===== config.mk =====
export PLATFORM = sky130hd
export DESIGN_NAME = slpd_div
export DESIGN_NICKNAME = d
export VERILOG_FILES = /design/src/design/slpd_div.sv
export SDC_FILE = /design/constraint.sdc
export NUM_CORES = 2
export LEC_CHECK = 0
export BUFFER_PORTS_ARGS = -buffer_cell sky130_fd_sc_hd__buf_2
export CAP_MARGIN = 0
export CORE_ASPECT_RATIO = 2
export CORE_MARGIN = 8
export CORE_UTILIZATION = 48
export CTS_BUF_LIST = sky130_fd_sc_hd__clkbuf_8
export DETAILED_ROUTE_END_ITERATION = 16
export GPL_ROUTABILITY_DRIVEN = 0
export PLACE_DENSITY = 0.75
export SLEW_MARGIN = 20
export SYNTH_ARGS = -nofsm -noshare
export SYNTH_HDL_FRONTEND = slang
export SYNTH_SLANG_ARGS = --single-unit

===== constraint.sdc =====
create_clock -name i_clk -period 35.5 [get_ports i_clk]
set_input_delay 3.55 -clock i_clk [delete_from_list [all_inputs] [get_ports i_clk]]
set_output_delay 3.55 -clock i_clk [all_outputs]
set_load 0.02 [all_outputs]

===== src/design/slpd_div.sv =====
`timescale 1ns / 1ps
// Pipelined restoring unsigned divider, BPS quotient bits per stage.
// Uses no package; instantiated by spectral_leray_projection_dealias_core.
module slpd_div #(
    parameter int NUMW = 50,
    parameter int DENW = 16,
    parameter int BPS  = 4
) (
    input  logic            i_clk,
    input  logic            i_en,
    input  logic [NUMW-1:0] i_num,
    input  logic [DENW-1:0] i_den,
    output logic [NUMW-1:0] o_quo
);
    localparam int STG  = (NUMW + BPS - 1) / BPS;
    localparam int NPAD = STG * BPS;

    logic [DENW-1:0] r_rem [STG];
    logic [NPAD-1:0] r_nq  [STG];
    logic [DENW-1:0] r_den [STG];

    for (genvar s = 0; s < STG; s++) begin : g_stg
        logic [DENW-1:0] a_rem;
        logic [DENW-1:0] a_den;
        logic [NPAD-1:0] a_nq;
        logic [DENW:0]   t;
        logic [DENW-1:0] n_rem;
        logic [NPAD-1:0] n_nq;

        if (s == 0) begin : g_in
            assign a_rem = '0;
            assign a_nq  = NPAD'(i_num);
            assign a_den = i_den;
        end else begin : g_mid
            assign a_rem = r_rem[s-1];
            assign a_nq  = r_nq[s-1];
            assign a_den = r_den[s-1];
        end

        // shift one numerator bit in, subtract when it fits
        always_comb begin
            n_rem = a_rem;
            n_nq  = a_nq;
            t     = '0;
            for (int b = 0; b < BPS; b++) begin
                t    = {n_rem, n_nq[NPAD-1]};
                n_nq = {n_nq[NPAD-2:0], 1'b0};
                if (t >= {1'b0, a_den}) begin
                    t       = t - {1'b0, a_den};
                    n_nq[0] = 1'b1;
                end
                n_rem = t[DENW-1:0];
            end
        end

        always_ff @(posedge i_clk) begin
            if (i_en) begin
                r_rem[s] <= n_rem;
                r_nq[s]  <= n_nq;
                r_den[s] <= a_den;
            end
        end
    end

    assign o_quo = r_nq[STG-1][NUMW-1:0];

endmodule


Word level (Yosys, flattened, before mapping)
Memory sizes are Yosys's and may differ from the RTL's.
Cells that the tools add are included.
- RAM bits: 1092
- latch bits: 0
- output and inout bits: 50
- flip-flop bits (word level): 0
- input port bits: 68
- ROM bits: 0
- memories kept: 3
- logic and storage cells: 213
- memories (name ; depth ; width ; rd ports ; clocked after Yosys merged registers in ; write ports ; line ; text):
    r_nq ; 13 ; 52 ; 13 ; 0 ; 13 ; 19 ; logic [NPAD-1:0] r_nq [STG];
    r_den ; 13 ; 16 ; 12 ; 0 ; 13 ; 20 ; logic [DENW-1:0] r_den [STG];
    r_rem ; 13 ; 16 ; 12 ; 0 ; 13 ; 18 ; logic [DENW-1:0] r_rem [STG];
- reduce and logical (&&, ||, !) cells: 0
- multiply operators: 0
- $lt $le $gt $ge: 52
- shift-type cells: 0
- equal/unequal tests: 0
- $add $sub $neg: 52
- muxes and demuxes: 106
- bitwise logic cells: 0
- div/mod/pow operators: 0
- operator list (operator ; number):
    17-bit by 16-bit greater-or-equal comparator with 1-bit output ; 51
    16-bit 2-to-1 mux ; 52
    16-bit subtractor ; 51
    1-bit 2-to-1 mux ; 54
    1-bit by 16-bit greater-or-equal comparator with 1-bit output (first input constant) ; 1
    1-bit by 16-bit subtractor with 16-bit output (first input constant) ; 1

Depth between registers and ports, before layout
An unclocked memory read counts as a cell.
- word-level depth: 9
- mapped depth: 55
- gate-level depth less buffers: 50

Worst setup path after synthesis
OpenSTA, ideal clock, no wires.
- kind: input-to-reg
- start point: input port i_den[1]
- end point: memory r_rem[0][10] (data pin)
- buffers on the path: 3
- data required time: 35.240 ns
- slack: 22.991 ns
- data arrival time: 12.249 ns
- library setup time: 0.260 ns
- stages on the path: 43
- cell sequence: inv_1 > ha_1 > and3_1 > nand4_1 > nor2_1 > ha_1 > nor2b_1 > o21a_1 > o21ai_0 > a21oi_1 > o41ai_1 > o311a_1 > a21oi_1 > a21oi_1 > nor2_1 > ha_1 > a21o_1 > a21o_1 > [... 7 more ...] > clkbuf_1 > buf_1 > o21ai_0 > inv_1 > ha_1 > nor2b_1 > o21ai_0 > a21boi_0 > o21a_1 > o21ai_0 > a21o_1 > a21oi_1 > o31a_1 > o21ai_0 > nand2_1 > nor2_1 > buf_2 > mux2_2
- RTL lines (what ; line ; text):
    start: declaration ; 12 ; input logic [DENW-1:0] i_den,
    end: declaration ; 18 ;

==> summary.txt <==
Outcome: finished, final reports clean
Top-count cell post-synth: edfxtp_1
Final slew viol count: 0
Remaining Overflow, GRT: 0
Drt pass-1 iters: 5
Synth top area share: 41.1%
Die width: 297 um
Hold Vio Cnt, Final: 0
Routed WL: 174000 um
Max H-tree Level: 4
DR WL/cell: 18.0 um
Synth unique cells: 91
Design area: 82000 um^2
R2R Path Start: r_den[2][17]
Cts hold-fix bufs: 0
Final setup viols: 0
Fillcell total: 13900
Hold Path End: r_nq[0][410]
Worst setup path class: reg2reg
Hold path startpoint: r_nq[0][354]
Highest-delay cell along the critical path: and2_1
Floorplan core area: 157000 um^2
Initial antenna violation count: 4
Max Clock Freq: 75.7 MHz
Residual DRC: 0
Cts bufs inserted: 167
Clock Latency Late Sink: 0.89 ns
Yosys warns: 0
RSZ-0062 raised after global routing: false
Ratio of cells with drive above 1 in the final layout: 10.9%
Vias per inst: 5.80
Slowest cell delay on critical path: 0.75 ns
CP Launch Type: flip-flop
Crit path capture type: flip-flop
Die Height: 577 um
Starting Density: 48.2%
Final Core Density: 52.2%
Synth top area cells: edfxtp_1 41%, ha_1 14%, mux2_2 5.3%
Number of synthesized flops with an enable pin: 1034
Post-cts resize count: 0
Synthesized area: 75600 um^2
Synth cell count leaders: 1034 x edfxtp_1, 817 x ha_1, 601 x a21oi_1
Overall routing resource usage: 19.9%
Syn Area/Cell: 10.4 um^2
Most frequent cell on the critical path: o21a_1
Fin crit share: 37.2%
Slew at the pin closest to its max-slew limit: 1.03 ns
CP required: 36.08 ns
Post-synthesis sequential area ratio: 41.1%
Maxcap violations: 0
Layout net count: 8431
Cell Area, Placed: 78800 um^2
Worst EP arrival: 13.79 ns
Final critical-path required period: 13.21 ns
I/O Buffers: 117
Hpwl dp: 132000 um
Post-synth ARST share: 0%
Flop-to-flop setup slack: 22.29 ns
Clk_skew: 0.0727 ns
Die ar.: 171000 um^2
WHS Path Cells: 0
Clock Sinks: 1034
FP Rows: 206
HP Class: reg2reg
Top_reg_cell synth: edfxtp_1
Clk buf depth: 4
Yosys reg bits: 1034
I/O pin cnt: 118
Final ANT Viol Nets: 0
Iter 0 DRT Violations: 5142
Vias: 56300
Root Buffer: clkbuf_8
Reg-to-Reg End: r_rem[2][39]
Synthesis-to-finish area growth: 8.45%
CTS tree: done
Post-CTS Setup Inserts: 0
Placed Cells: 9408
Slew Limit Headroom: 29.7%
Largest net degree at the start of global routing: 174
Reg clk slew, reported paths: 0.07 ns
Vias in the first global route: 53500
Cell taking the most area after synthesis: edfxtp_1
Post-Synthesis Cells: 7271
First-pass GRT wire length: 280000 um
Reg2reg path depth: 48
Worst Path Max Fanout: 23
Setup tns final: 0 ns
Layout Cells excl Fill: 9700
[through the flow]
stage	hold WS [ns]	setup WS (ns)
2_1_floorplan	0.400	22.99
3_3_place_gp	0.400	21.93
3_5_place_dp	0.405	21.81
4_1_cts	0.366	22.44
5_1_grt	0.364	21.32
6_report	0.351	22.29
[logic make-up (layout without fill, tap and decap cells)]
logic type / after synthesis / count (layout) / synth area share [%]
DFF: 1034 / 1034 / 41.1
buffers and inverters: 653 / 995 / 3.28
AOI/OAI and AO/OA: 1976 / 1976 / 16.8
other: 1 / 8 / 0.00496
xor gates and xnor gates: 583 / 583 / 6.75
adders and majority gates: 866 / 866 / 14.8
and+or+nand+nor: 1734 / 1734 / 11.1
muxes: 424 / 424 / 6.21
[worst max-delay path by stage]
stage | endpoint | slack (ns) | start | cells after the start
3_5_place_dp | r_rem[0][3] | 21.81 | i_den[1] | 43
2_1_floorplan | r_rem[0][10] | 22.99 | i_den[1] | 43
4_1_cts | r_rem[2][45] | 22.44 | r_den[2][17] | 48
3_3_place_gp | r_rem[0][12] | 21.93 | i_den[1] | 43
6_report | r_rem[2][39] | 22.29 | r_den[2][17] | 48
5_1_grt | r_rem[2][45] | 21.32 | r_den[2][17] | 48
[sequential cells by signal, summed over array words and instances, names as in the netlist]
| name | flops |
|---|---|
| r_nq | 650 |
| r_den | 192 |
| r_rem | 192 |
[worst max-delay path: cells and delay by family, from the launching register on]
family | cells | cell delay, ns
buffers and inverters | 6 | 1.31
adders and majority gates | 4 | 1.23
DFF | 1 | 0.48
muxes | 1 | 0.30
AOI/OAI and AO/OA | 28 | 7.13
and+or+nand+nor | 9 | 2.44
[per-layer routing]
metal | global-route usage (%) | share of wire (%)
met1 | 29.4 | 47
met2 | 29.2 | 42
met3 | 3.48 | 7.8
met4 | 6.84 | 3.3
met5 | 0 | 0.011
[cells in the final DEF, fill, tap and decap left out, types with 63 or more instances in the layout]
cell | netlist | routed
edfxtp_1 | 1034 | 1034
ha_1 | 817 | 817
a21oi_1 | 601 | 601
inv_1 | 532 | 571
nor2_1 | 467 | 467
nand2_1 | 442 | 442
o21ai_0 | 428 | 427
xnor2_1 | 406 | 406
mux2_2 | 359 | 359
a21o_1 | 225 | 225
xor2_1 | 177 | 177
clkbuf_8 | 0 | 169
nor2b_1 | 136 | 136
nand4_1 | 126 | 126
nor3_1 | 127 | 126
o21a_1 | 126 | 126
buf_2 | 13 | 116
nand3_1 | 97 | 97
nand2b_1 | 89 | 89
o21bai_1 | 80 | 80
a211oi_1 | 63 | 63
mux2i_1 | 64 | 63
[final cells by class]
| cell class | count | area [um^2] | share of cell area [%] |
|---|---|---|---|
| diodes | 1 | 2.50 | 0.00305 |
| clock inverters | 122 | 915 | 1.12 |
| repair buffers | 159 | 927 | 1.13 |
| clock buffers | 169 | 2330 | 2.84 |
| flip-flops and latches | 1034 | 31000 | 37.9 |
| multi-input cells | 5590 | 42100 | 51.4 |
| well taps | 2080 | 2600 | 3.17 |
| inverters | 545 | 2050 | 2.49 |
Power is left out: the tool's default activity adds up to more than one toggle a clock period on the data nets, which glitch-free logic cannot reach.
